**src/design/sha1_pkg.sv**
```systemverilog
// SHA-1 engine package: word types, round constants, initial chaining values.
// Used by the schedule unit, the round unit, the top level and the digest checker.
package sha1_pkg;

    typedef logic [31:0] t_word;

    localparam int DIGEST_WORDS = 5;
    localparam int BLOCK_WORDS  = 16;
    localparam int ROUNDS       = 80;

    localparam logic [7:0] PAD_BYTE = 8'h80;
    localparam logic [5:0] LEN_POS  = 6'd56;
    localparam logic [5:0] LAST_POS = 6'd63;

    localparam t_word K_0 = 32'h5A827999;
    localparam t_word K_1 = 32'h6ED9EBA1;
    localparam t_word K_2 = 32'h8F1BBCDC;
    localparam t_word K_3 = 32'hCA62C1D6;

    localparam t_word H_INIT [DIGEST_WORDS] = '{
        32'h67452301, 32'hEFCDAB89, 32'h98BADCFE, 32'h10325476, 32'hC3D2E1F0
    };

    // working variables a..e of one round
    typedef struct packed {
        t_word a;
        t_word b;
        t_word c;
        t_word d;
        t_word e;
    } t_work;

    // control from the sequencer to the schedule unit
    typedef struct packed {
        logic       put;
        logic [7:0] data;
        logic       step;
    } t_sched_ctl;

    function automatic t_word rotl(input t_word x, input int n);
        return (x << n) | (x >> (32 - n));
    endfunction

endpackage

```
**src/design/sha1_if.sv**
```systemverilog
// Request and digest channels of the SHA-1 engine: valid/ready plus payload.
// Depends on nothing.
interface sha1_req_if;
    logic       valid;
    logic       ready;
    logic       kind;
    logic [7:0] data_byte;

    modport source (output valid, output kind, output data_byte, input ready);
    modport sink (input valid, input kind, input data_byte, output ready);
endinterface

interface sha1_rsp_if;
    logic        valid;
    logic        ready;
    logic [31:0] digest_word;
    logic [2:0]  word_number;
    logic        last_word;

    modport source (output valid, output digest_word, output word_number,
                    output last_word, input ready);
    modport sink (input valid, input digest_word, input word_number,
                  input last_word, output ready);
endinterface

```
**src/design/sha1_hash_engine.sv**
```systemverilog
// SHA-1 hash engine top level: sequencer, chaining value, length counter,
// digest output register. Uses sha1_pkg, sha1_if, sha1_sched and sha1_round.
//
//  channel  | dir | payload                                 | handshake
//  ---------+-----+-----------------------------------------+------------
//  i_req    | in  | kind, data_byte                         | valid/ready
//  o_rsp    | out | digest_word, word_number, last_word     | valid/ready
//
// Data bytes are taken one per cycle while idle; a byte that fills a 64-byte
// block starts a compression: load, 80 rounds on the single shared round unit,
// feed-forward add. End of message feeds zero and length bytes one per cycle
// outside its one or two compressions, then hands out five digest words.
// i_req.ready is high only while the sequencer idles; a digest word waiting
// in the output register does not hold off the next message.
// Synchronous active-low reset; no clearing pass, the engine is ready at once.
module sha1_hash_engine (
    input  logic          i_clk,
    input  logic          i_rst_n,
    sha1_req_if.sink      i_req,
    sha1_rsp_if.source    o_rsp
);
    import sha1_pkg::*;

    typedef enum logic [2:0] {
        S_IDLE,
        S_ZERO,
        S_LEN,
        S_LOAD,
        S_ROUND,
        S_ADD,
        S_OUT
    } t_state;

    t_state      r_state;
    t_word       r_h [DIGEST_WORDS];
    t_work       r_work;
    logic [6:0]  r_round;
    logic [63:0] r_count;
    logic [63:0] r_len;
    logic        r_fin;      // finishing a message
    logic        r_lendone;  // length bytes are in the last block
    logic [2:0]  r_oidx;
    logic        r_ovalid;
    t_word       r_odata;
    logic [2:0]  r_onum;
    logic        r_olast;

    t_sched_ctl  sched_ctl;
    t_word       sched_w;
    logic [5:0]  sched_pos;
    t_work       round_out;
    logic        req_take;
    logic        pos_wrap;
    logic        out_load;

    assign i_req.ready       = (r_state == S_IDLE);
    assign req_take          = i_req.valid && i_req.ready;
    assign pos_wrap          = (sched_pos == LAST_POS);
    // the output register takes the next digest word when it is empty or
    // its word leaves in this cycle
    assign out_load          = (r_state == S_OUT) && (!r_ovalid || o_rsp.ready);

    assign o_rsp.valid       = r_ovalid;
    assign o_rsp.digest_word = r_odata;
    assign o_rsp.word_number = r_onum;
    assign o_rsp.last_word   = r_olast;

    // byte source for the schedule unit: message, pad marker, zeros, length
    always_comb begin
        sched_ctl = '0;
        unique case (r_state)
            S_IDLE: begin
                sched_ctl.put  = req_take;
                sched_ctl.data = i_req.kind ? PAD_BYTE : i_req.data_byte;
            end
            S_ZERO: begin
                sched_ctl.put  = (sched_pos != LEN_POS);
                sched_ctl.data = 8'h00;
            end
            S_LEN: begin
                sched_ctl.put  = 1'b1;
                sched_ctl.data = r_len[63:56];
            end
            S_ROUND: begin
                sched_ctl.step = 1'b1;
            end
            default: begin
                sched_ctl = '0;
            end
        endcase
    end

    sha1_sched u_sched (
        .i_clk   (i_clk),
        .i_rst_n (i_rst_n),
        .i_ctl   (sched_ctl),
        .o_w     (sched_w),
        .o_pos   (sched_pos)
    );

    sha1_round u_round (
        .i_work  (r_work),
        .i_w     (sched_w),
        .i_round (r_round),
        .o_work  (round_out)
    );

    always_ff @(posedge i_clk) begin
        if (!i_rst_n) begin
            r_state   <= S_IDLE;
            for (int i = 0; i < DIGEST_WORDS; i++) begin
                r_h[i] <= H_INIT[i];
            end
            r_round   <= '0;
            r_count   <= '0;
            r_fin     <= 1'b0;
            r_lendone <= 1'b0;
            r_oidx    <= '0;
            r_ovalid  <= 1'b0;
        end else begin
            // show the next word when S_OUT loads one, else drop the shown
            // word once taken
            if (out_load) begin
                r_ovalid <= 1'b1;
            end else if (o_rsp.ready) begin
                r_ovalid <= 1'b0;
            end

            unique case (r_state)
                S_IDLE: begin
                    if (req_take) begin
                        if (!i_req.kind) begin
                            r_count <= r_count + 64'd8;
                            if (pos_wrap) begin
                                r_state <= S_LOAD;
                            end
                        end else begin
                            r_len     <= r_count;
                            r_fin     <= 1'b1;
                            r_lendone <= 1'b0;
                            r_state   <= pos_wrap ? S_LOAD : S_ZERO;
                        end
                    end
                end
                S_ZERO: begin
                    // zero-fill up to the length field, or to a block end
                    if (sched_pos == LEN_POS) begin
                        r_state <= S_LEN;
                    end else if (pos_wrap) begin
                        r_state <= S_LOAD;
                    end
                end
                S_LEN: begin
                    r_len <= {r_len[55:0], 8'h00};
                    if (pos_wrap) begin
                        r_lendone <= 1'b1;
                        r_state   <= S_LOAD;
                    end
                end
                S_LOAD: begin
                    r_work  <= '{a: r_h[0], b: r_h[1], c: r_h[2], d: r_h[3], e: r_h[4]};
                    r_round <= '0;
                    r_state <= S_ROUND;
                end
                S_ROUND: begin
                    r_work  <= round_out;
                    r_round <= r_round + 7'd1;
                    if (r_round == 7'(ROUNDS - 1)) begin
                        r_state <= S_ADD;
                    end
                end
                S_ADD: begin
                    r_h[0] <= r_h[0] + r_work.a;
                    r_h[1] <= r_h[1] + r_work.b;
                    r_h[2] <= r_h[2] + r_work.c;
                    r_h[3] <= r_h[3] + r_work.d;
                    r_h[4] <= r_h[4] + r_work.e;
                    r_round <= '0;
                    if (!r_fin) begin
                        r_state <= S_IDLE;
                    end else if (r_lendone) begin
                        r_oidx  <= '0;
                        r_state <= S_OUT;
                    end else begin
                        r_state <= S_ZERO;
                    end
                end
                S_OUT: begin
                    // shift the digest out of the chaining registers while
                    // the initial values shift in behind it
                    if (out_load) begin
                        r_odata  <= r_h[0];
                        r_onum   <= r_oidx;
                        r_olast  <= (r_oidx == 3'(DIGEST_WORDS - 1));
                        for (int i = 0; i < DIGEST_WORDS - 1; i++) begin
                            r_h[i] <= r_h[i + 1];
                        end
                        r_h[DIGEST_WORDS - 1] <= H_INIT[r_oidx];
                        if (r_oidx == 3'(DIGEST_WORDS - 1)) begin
                            r_fin     <= 1'b0;
                            r_lendone <= 1'b0;
                            r_count   <= '0;
                            r_state   <= S_IDLE;
                        end else begin
                            r_oidx <= r_oidx + 3'd1;
                        end
                    end
                end
                default: begin
                    r_state <= S_IDLE;
                end
            endcase
        end
    end

    // the last round hands over to the feed-forward add
    a_round_end: assert property (@(posedge i_clk) disable iff (!i_rst_n)
        (r_state == S_ROUND && r_round == 7'(ROUNDS - 1)) |=> (r_state == S_ADD))
        else $error("round counter did not end compression");

    // the final block closes exactly on a block boundary
    a_final_aligned: assert property (@(posedge i_clk) disable iff (!i_rst_n)
        (r_state == S_ADD && r_fin && r_lendone) |-> (sched_pos == 6'd0))
        else $error("final block not aligned");

    // no request is taken while a message is being finished
    a_no_take_in_fin: assert property (@(posedge i_clk) disable iff (!i_rst_n)
        i_req.ready |-> !r_fin)
        else $error("request taken during finalization");

    // the last-word flag marks the fifth digest word only
    a_last_word: assert property (@(posedge i_clk) disable iff (!i_rst_n)
        (o_rsp.valid && o_rsp.last_word) |-> (o_rsp.word_number == 3'(DIGEST_WORDS - 1)))
        else $error("last_word on wrong digest word");

endmodule

```
**src/design/sha1_sched.sv**
```systemverilog
// SHA-1 message schedule: packs bytes into words and expands W[16..79].
// Sixteen-word shift line whose head is W[t]; depends on sha1_pkg.
module sha1_sched (
    input  logic                i_clk,
    input  logic                i_rst_n,
    input  sha1_pkg::t_sched_ctl i_ctl,
    output sha1_pkg::t_word     o_w,
    output logic [5:0]          o_pos
);
    import sha1_pkg::*;

    logic [5:0]  r_pos;
    logic [23:0] r_acc;
    t_word       r_w [BLOCK_WORDS];
    t_word       w_next;

    assign w_next = rotl(r_w[13] ^ r_w[8] ^ r_w[2] ^ r_w[0], 1);
    assign o_w    = r_w[0];
    assign o_pos  = r_pos;

    always_ff @(posedge i_clk) begin
        if (!i_rst_n) begin
            r_pos <= '0;
        end else if (i_ctl.put) begin
            r_pos <= r_pos + 6'd1;
        end
    end

    always_ff @(posedge i_clk) begin
        if (i_ctl.put) begin
            if (r_pos[1:0] == 2'd3) begin
                for (int k = 0; k < BLOCK_WORDS - 1; k++) begin
                    r_w[k] <= r_w[k + 1];
                end
                r_w[BLOCK_WORDS - 1] <= {r_acc, i_ctl.data};
            end else begin
                r_acc <= {r_acc[15:0], i_ctl.data};
            end
        end else if (i_ctl.step) begin
            for (int k = 0; k < BLOCK_WORDS - 1; k++) begin
                r_w[k] <= r_w[k + 1];
            end
            r_w[BLOCK_WORDS - 1] <= w_next;
        end
    end

endmodule

```
**src/design/sha1_round.sv**
```systemverilog
// One SHA-1 round: selects f and K by round number and forms the next a..e.
// Pure logic, reused for all 80 rounds; depends on sha1_pkg.
module sha1_round (
    input  sha1_pkg::t_work i_work,
    input  sha1_pkg::t_word i_w,
    input  logic [6:0]      i_round,
    output sha1_pkg::t_work o_work
);
    import sha1_pkg::*;

    t_word f;
    t_word k;

    always_comb begin
        if (i_round < 7'd20) begin
            f = (i_work.b & i_work.c) | (~i_work.b & i_work.d);
            k = K_0;
        end else if (i_round < 7'd40) begin
            f = i_work.b ^ i_work.c ^ i_work.d;
            k = K_1;
        end else if (i_round < 7'd60) begin
            f = (i_work.b & i_work.c) | (i_work.b & i_work.d) | (i_work.c & i_work.d);
            k = K_2;
        end else begin
            f = i_work.b ^ i_work.c ^ i_work.d;
            k = K_3;
        end
    end

    always_comb begin
        o_work.a = rotl(i_work.a, 5) + f + i_work.e + k + i_w;
        o_work.b = i_work.a;
        o_work.c = rotl(i_work.b, 30);
        o_work.d = i_work.c;
        o_work.e = i_work.d;
    end

endmodule

```
**src/flat_wrapper.sv**
```systemverilog
// flat-port wrapper written by rule: the top's interface ports become plain ports
module sha1_hash_engine_flat import sha1_pkg::*;
  (i_clk, i_rst_n, i_req_valid, i_req_kind, i_req_data_byte, i_req_ready, o_rsp_valid, o_rsp_digest_word, o_rsp_word_number, o_rsp_last_word, o_rsp_ready);
  sha1_req_if i_req_i ();
  sha1_rsp_if o_rsp_i ();
  input  logic i_clk;
  input  logic i_rst_n;
  input wire logic [$bits(i_req_i.valid)-1:0] i_req_valid;
  input wire logic [$bits(i_req_i.kind)-1:0] i_req_kind;
  input wire logic [$bits(i_req_i.data_byte)-1:0] i_req_data_byte;
  output wire logic [$bits(i_req_i.ready)-1:0] i_req_ready;
  output wire logic [$bits(o_rsp_i.valid)-1:0] o_rsp_valid;
  output wire logic [$bits(o_rsp_i.digest_word)-1:0] o_rsp_digest_word;
  output wire logic [$bits(o_rsp_i.word_number)-1:0] o_rsp_word_number;
  output wire logic [$bits(o_rsp_i.last_word)-1:0] o_rsp_last_word;
  input wire logic [$bits(o_rsp_i.ready)-1:0] o_rsp_ready;
  assign i_req_i.valid = i_req_valid;
  assign i_req_i.kind = i_req_kind;
  assign i_req_i.data_byte = i_req_data_byte;
  assign i_req_ready = i_req_i.ready;
  assign o_rsp_valid = o_rsp_i.valid;
  assign o_rsp_digest_word = o_rsp_i.digest_word;
  assign o_rsp_word_number = o_rsp_i.word_number;
  assign o_rsp_last_word = o_rsp_i.last_word;
  assign o_rsp_i.ready = o_rsp_ready;
  sha1_hash_engine u_core (.i_clk(i_clk), .i_rst_n(i_rst_n), .i_req(i_req_i), .o_rsp(o_rsp_i));
endmodule
```
**config.mk**
```make
export PLATFORM = sky130hd
export DESIGN_NAME = sha1_hash_engine_flat
export DESIGN_NICKNAME = d
export VERILOG_FILES = /design/src/design/sha1_pkg.sv /design/src/design/sha1_if.sv /design/src/design/sha1_hash_engine.sv /design/src/design/sha1_sched.sv /design/src/design/sha1_round.sv /design/src/flat_wrapper.sv
export SDC_FILE = /design/constraint.sdc
export NUM_CORES = 2
export LEC_CHECK = 0
export ABC_AREA = 1
export BUFFER_PORTS_ARGS = -buffer_cell sky130_fd_sc_hd__buf_2
export CORE_ASPECT_RATIO = 0.6
export CORE_MARGIN = 5
export CORE_UTILIZATION = 45
export DETAILED_ROUTE_END_ITERATION = 6
export PLACE_DENSITY_LB_ADDON = 0.2
export SETUP_SLACK_MARGIN = 0.4
export SLEW_MARGIN = 20
export SYNTH_ARGS = -nofsm -noshare
export SYNTH_HDL_FRONTEND = slang
export SYNTH_SLANG_ARGS = --single-unit
```
**constraint.sdc**
```tcl
create_clock -name i_clk -period 19.2 [get_ports i_clk]
set_input_delay 2.88 -clock i_clk [delete_from_list [all_inputs] [get_ports i_clk]]
set_output_delay 2.88 -clock i_clk [all_outputs]
set_load 0.05 [all_outputs]
```
==> run_summary.xml <==
<?xml version="1.0" encoding="UTF-8"?>
<metrics>
  <group name="pwr">
    <metric name="switch_pwr" unit="W">0.00177</metric>
    <metric name="ir_drop" unit="mV">0.0705</metric>
    <metric name="power_switching_share" unit="">0.293</metric>
    <metric name="cell_internal_pwr" unit="W">0.00428</metric>
    <metric name="p_comb_frac" unit="">0.169</metric>
    <metric name="power-per-cell-area" unit="mW/mm2">98.5</metric>
    <metric name="clock_network_power_share" unit="">0.350</metric>
    <metric name="pwr-share-seq" unit="">0.481</metric>
    <metric name="power_leakage" unit="nW">24.3</metric>
  </group>
  <group name="die">
    <metric name="initial_util" unit="">0.452</metric>
    <metric name="floorplan.core_area" unit="mm2">0.124</metric>
    <metric name="chipWidth" unit="um">465</metric>
    <metric name="die-area" unit="mm2">0.132</metric>
    <metric name="pin_count" unit="">51</metric>
    <metric name="die_h" unit="um">283</metric>
    <metric name="placement_rows" unit="">100</metric>
  </group>
  <group name="clocking">
    <metric name="cts_tree" unit="">built</metric>
    <metric name="clockRootBuffer" unit="">sky130_fd_sc_hd__clkbuf_16</metric>
    <metric name="clk_pin_slew_worst_paths" unit="ns">0.07</metric>
    <metric name="clkSinkCount" unit="">1036</metric>
    <metric name="cts.repair.resized" unit="">0</metric>
    <metric name="longest_clk_path_bufs" unit="">3</metric>
    <metric name="tritoncts.num_buffers" unit="">102</metric>
    <metric name="h-tree-depth" unit="">3</metric>
    <metric name="cts.hold.buffers_added" unit="">0</metric>
    <metric name="clk_latency" unit="ns">0.74</metric>
    <metric name="setup_buffers_after_cts" unit="">0</metric>
  </group>
  <group name="run_status">
    <metric name="outcome" unit="">finished clean</metric>
  </group>
  <group name="setup_path">
    <metric name="worst_setup_sp_type" unit="">input port</metric>
    <metric name="worstPathRequired" unit="ns">19.53</metric>
    <metric name="cp_slowest_cell" unit="">sky130_fd_sc_hd__buf_4</metric>
    <metric name="cp-end-kind" unit="">register</metric>
    <metric name="crit_path_frequent_cell" unit="">sky130_fd_sc_hd__buf_4</metric>
    <metric name="timing_worst_setup_path_type" unit="">input port to register</metric>
    <metric name="critical_path.top_delay_family" unit="">buffers and inverters</metric>
    <metric name="critical_path_buf_inv_count" unit="">6</metric>
    <metric name="worst-endpoint-arrival" unit="ns">6.99</metric>
    <metric name="cp_cell_sequence" unit="">buf_2, inv_1, o21ai_0, inv_1, nand2_2, nand2_1, nand2_4, buf_4, buf_4, buf_4</metric>
    <metric name="critPathMaxFanout" unit="">88</metric>
    <metric name="slowest_delay" unit="ns">0.93</metric>
  </group>
  <group name="final_layout">
    <metric name="layout-drive-gt1-share" unit="">0.0482</metric>
    <metric name="area_growth" unit="%">9.84</metric>
    <metric name="num-nets-final" unit="">6329</metric>
  </group>
  <group name="grt">
    <metric name="track_usage" unit="">0.268</metric>
    <metric name="first_global_vias" unit="">38567</metric>
    <metric name="pin_count_of_the_biggest_net_entering_global_routing" unit="">203</metric>
    <metric name="grt_pass1_wl" unit="um">262000</metric>
    <metric name="globalRouteOverflowTotal" unit="">0</metric>
    <metric name="grt_antenna_before_repair" unit="">3</metric>
  </group>
  <group name="sta">
    <metric name="slew-limit-headroom" unit="">0.265</metric>
    <metric name="setup_total_negative_slack" unit="ns">0</metric>
    <metric name="maxSlewViolCount" unit="">0</metric>
    <metric name="holdWs" unit="ns">0.404</metric>
    <metric name="final-setup-viol-count" unit="">0</metric>
    <metric name="max_freq" unit="MHz">150</metric>
    <metric name="timing.final.hold_violations" unit="">0</metric>
    <metric name="finalClockSkew" unit="ns">0.0463</metric>
    <metric name="max_slew.worst_pin.slew" unit="ns">1.10</metric>
    <metric name="grt_setup_unrepaired" unit="">false</metric>
    <metric name="final.period_utilization" unit="">0.347</metric>
    <metric name="finalCriticalPeriod" unit="ns">6.66</metric>
  </group>
  <group name="detailed_routing">
    <metric name="via_density_per_instance" unit="">5.57</metric>
    <metric name="antenna_violating_nets_post_route" unit="">0</metric>
    <metric name="drt-initial-drc-count" unit="">5460</metric>
    <metric name="routed_wirelength" unit="um">181000</metric>
    <metric name="drt_drc_violations_left" unit="">0</metric>
    <metric name="post_drt_wl_per_cell" unit="um">23.6</metric>
    <metric name="via_count" unit="">42856</metric>
    <metric name="first_pass_drt_iterations" unit="">6</metric>
  </group>
  <group name="min_path">
    <metric name="hold_path_class" unit="">register to register</metric>
  </group>
  <group name="flow_run">
    <metric name="drv_cap" unit="">0</metric>
  </group>
  <group name="placed_design">
    <metric name="place.detailed.hpwl" unit="um">137000</metric>
    <metric name="place.gp.congestion" unit="">0.969</metric>
    <metric name="numPortBuffers" unit="">50</metric>
  </group>
  <group name="yosys">
    <metric name="netlist_instances" unit="">5910</metric>
    <metric name="synthTopCellsByArea" unit="">sky130_fd_sc_hd__edfxtp_1, sky130_fd_sc_hd__nand2_1, sky130_fd_sc_hd__inv_1, sky130_fd_sc_hd__ha_1, sky130_fd_sc_hd__fa_1</metric>
    <metric name="mappedNetlistArea" unit="mm2">0.0559</metric>
    <metric name="synthesis.nets" unit="">6268</metric>
    <metric name="yosys_register_bits" unit="">1036</metric>
    <metric name="synthDominantCellAreaShare" unit="">0.512</metric>
    <metric name="synthArstFlopShare" unit="">0</metric>
    <metric name="yosys_warning_total" unit="">0</metric>
    <metric name="synth_top_flop_cell" unit="">sky130_fd_sc_hd__edfxtp_1</metric>
    <metric name="post_synth.cell_area_avg" unit="um2">9.46</metric>
    <metric name="yosysUniqueCellTypes" unit="">56</metric>
    <metric name="yosysTopAreaCell" unit="">sky130_fd_sc_hd__edfxtp_1</metric>
    <metric name="synth_edf_count" unit="">953</metric>
    <metric name="yosysSeqAreaShare" unit="">0.541</metric>
  </group>
</metrics>
area by class of cell:
| type | count | area (um2) |
|---|---|---|
| Timing Repair Buffer | 75 | 463 |
| Sequential cell | 1036 | 30300 |
| Tap cell | 1632 | 2040 |
| Clock inverter | 69 | 807 |
| Clock buffer | 121 | 2710 |
| Multi-Input combinational cell | 3951 | 22100 |
| Inverter | 805 | 3020 |
| Antenna cell | 1 | 2.50 |
| Fill cell | 11489 | 62300 |
cell families (layout without fill, tap and decap cells):
family	count (synthesis)	after routing	share of synthesized area
other	0	1	0
adders and majority gates	345	345	0.0933
and+or+nand+nor	2584	2584	0.193
AOI/OAI and AO/OA	871	871	0.0844
buffers and inverters	923	1070	0.0643
DFF	1036	1036	0.541
xor gates and xnor gates	151	151	0.0237
power groups by stage:
stage	Combinational, W	Sequential [W]	Clock (W)
global placement	0.000999	0.00295	0
CTS	0.00101	0.00291	0.00216
global route	0.00113	0.00293	0.00227
floorplan	0.000702	0.00301	0
finish	0.00102	0.00291	0.00212
detailed placement	0.00100	0.00296	0
placed cells by master (no fill, tap or decap), types with 19 or more instances in the layout:
cell and count:
sky130_fd_sc_hd__nand2_1 1541, sky130_fd_sc_hd__buf_2 50, sky130_fd_sc_hd__nand4_1 112, sky130_fd_sc_hd__inv_1 794, sky130_fd_sc_hd__clkinv_2 19, sky130_fd_sc_hd__edfxtp_1 953, sky130_fd_sc_hd__fa_1 120, sky130_fd_sc_hd__xor2_1 32
sky130_fd_sc_hd__nor3_1 70, sky130_fd_sc_hd__ha_1 225, sky130_fd_sc_hd__o21ai_0 387, sky130_fd_sc_hd__buf_4 23, sky130_fd_sc_hd__clkinv_1 21, sky130_fd_sc_hd__o22ai_1 46, sky130_fd_sc_hd__xnor2_1 119, sky130_fd_sc_hd__clkbuf_16 104
sky130_fd_sc_hd__nand3_1 309, sky130_fd_sc_hd__a21oi_1 317, sky130_fd_sc_hd__dfxtp_1 83, sky130_fd_sc_hd__o21bai_1 27, sky130_fd_sc_hd__nor2_1 451
final timing paths:
path,slack (ns),to,start,depth (start not counted)
setup / recovery,12.54,u_core.u_sched.r_w[0][140],i_req_valid,10
hold / removal,0.40,u_core.u_sched.r_w[1][99],u_core.u_sched.r_w[1][131],0
setup reg to reg,12.96,u_core.r_work[159],u_core.r_round[5],26
hold reg to reg,0.40,u_core.u_sched.r_w[1][99],u_core.u_sched.r_w[1][131],0
Yosys cell counts (9+ instances only):
library cell,number
sky130_fd_sc_hd__clkbuf_1,52
sky130_fd_sc_hd__fa_1,120
sky130_fd_sc_hd__nand3b_1,14
sky130_fd_sc_hd__o21ai_0,387
sky130_fd_sc_hd__nor2_1,454
sky130_fd_sc_hd__nand2_1,1543
sky130_fd_sc_hd__xor2_1,32
sky130_fd_sc_hd__o21bai_1,27
sky130_fd_sc_hd__or2_2,17
sky130_fd_sc_hd__nand3_1,310
sky130_fd_sc_hd__inv_2,10
sky130_fd_sc_hd__o21ai_1,15
sky130_fd_sc_hd__nor4_1,15
sky130_fd_sc_hd__a21o_1,9
sky130_fd_sc_hd__edfxtp_1,953
sky130_fd_sc_hd__o22ai_1,46
sky130_fd_sc_hd__buf_1,15
sky130_fd_sc_hd__dfxtp_1,83
sky130_fd_sc_hd__a21oi_1,317
sky130_fd_sc_hd__inv_1,795
sky130_fd_sc_hd__o21a_1,11
sky130_fd_sc_hd__nor3_1,71
sky130_fd_sc_hd__a31oi_1,11
sky130_fd_sc_hd__buf_2,35
sky130_fd_sc_hd__nand4_1,112
sky130_fd_sc_hd__or2_0,12
sky130_fd_sc_hd__xnor2_1,119
sky130_fd_sc_hd__ha_1,225
sky130_fd_sc_hd__buf_4,9
metal layers:
layer,part of all wire,global-route usage
met5,0.000055,0
met4,0.013,0.0368
met3,0.13,0.0964
met2,0.36,0.329
met1,0.49,0.446
per-stage QoR:
step | instances | utilization | total power (W) | worst slack (ns) | area (um2)
floorplan | 5910 | - | 0.00371 | 4.05 | 55900
global placement | 7499 | 0.468 | 0.00395 | 11.71 | 57900
detailed placement | 7499 | 0.468 | 0.00396 | 11.70 | 57900
CTS | 7689 | 0.496 | 0.00608 | 12.48 | 61400
global route | 7689 | 0.496 | 0.00632 | 12.19 | 61400
finish | 7690 | 0.496 | 0.00605 | 12.54 | 61400
sequential cells by signal, summed over array words and instances (netlist names), 3 cells and up:
| name | count |
|---|---|
| u_core.r_count | 61 |
| u_core.u_sched.r_w | 512 |
| u_core.o_rsp.word_number | 3 |
| u_core.r_round | 7 |
| u_core.r_state | 3 |
| u_core.u_sched.r_acc | 24 |
| u_core.u_sched.o_pos | 6 |
| u_core.r_oidx | 3 |
| u_core.r_work | 160 |
| u_core.o_rsp.digest_word | 32 |
| u_core.r_h | 160 |
| u_core.r_len | 61 |
worst reg2reg max path, stage by stage (launching register included):
cell and delay [ns]:
sky130_fd_sc_hd__dfxtp_1 0.39, sky130_fd_sc_hd__inv_1 0.11, sky130_fd_sc_hd__nor2_1 0.29, sky130_fd_sc_hd__nand3_1 0.12, sky130_fd_sc_hd__buf_4 0.30, sky130_fd_sc_hd__nand2_1 0.18, sky130_fd_sc_hd__buf_4 0.38, sky130_fd_sc_hd__inv_1 0.22
sky130_fd_sc_hd__nand2_1 0.09, sky130_fd_sc_hd__nand3_1 0.20, sky130_fd_sc_hd__xor2_1 0.20, sky130_fd_sc_hd__inv_1 0.06, sky130_fd_sc_hd__ha_1 0.18, sky130_fd_sc_hd__a21o_1 0.17, sky130_fd_sc_hd__fa_1 0.50, sky130_fd_sc_hd__inv_1 0.05
sky130_fd_sc_hd__fa_1 0.48, sky130_fd_sc_hd__inv_1 0.05, sky130_fd_sc_hd__ha_1 0.38, sky130_fd_sc_hd__a21oi_1 0.35, sky130_fd_sc_hd__nand2_1 0.16, sky130_fd_sc_hd__a21oi_1 0.24, sky130_fd_sc_hd__nand2_1 0.21, sky130_fd_sc_hd__a21oi_1 0.34
sky130_fd_sc_hd__nand3_1 0.13, sky130_fd_sc_hd__nand3_1 0.14, sky130_fd_sc_hd__nand2_1 0.06
Note: power is estimated with default switching activity, not from simulation.
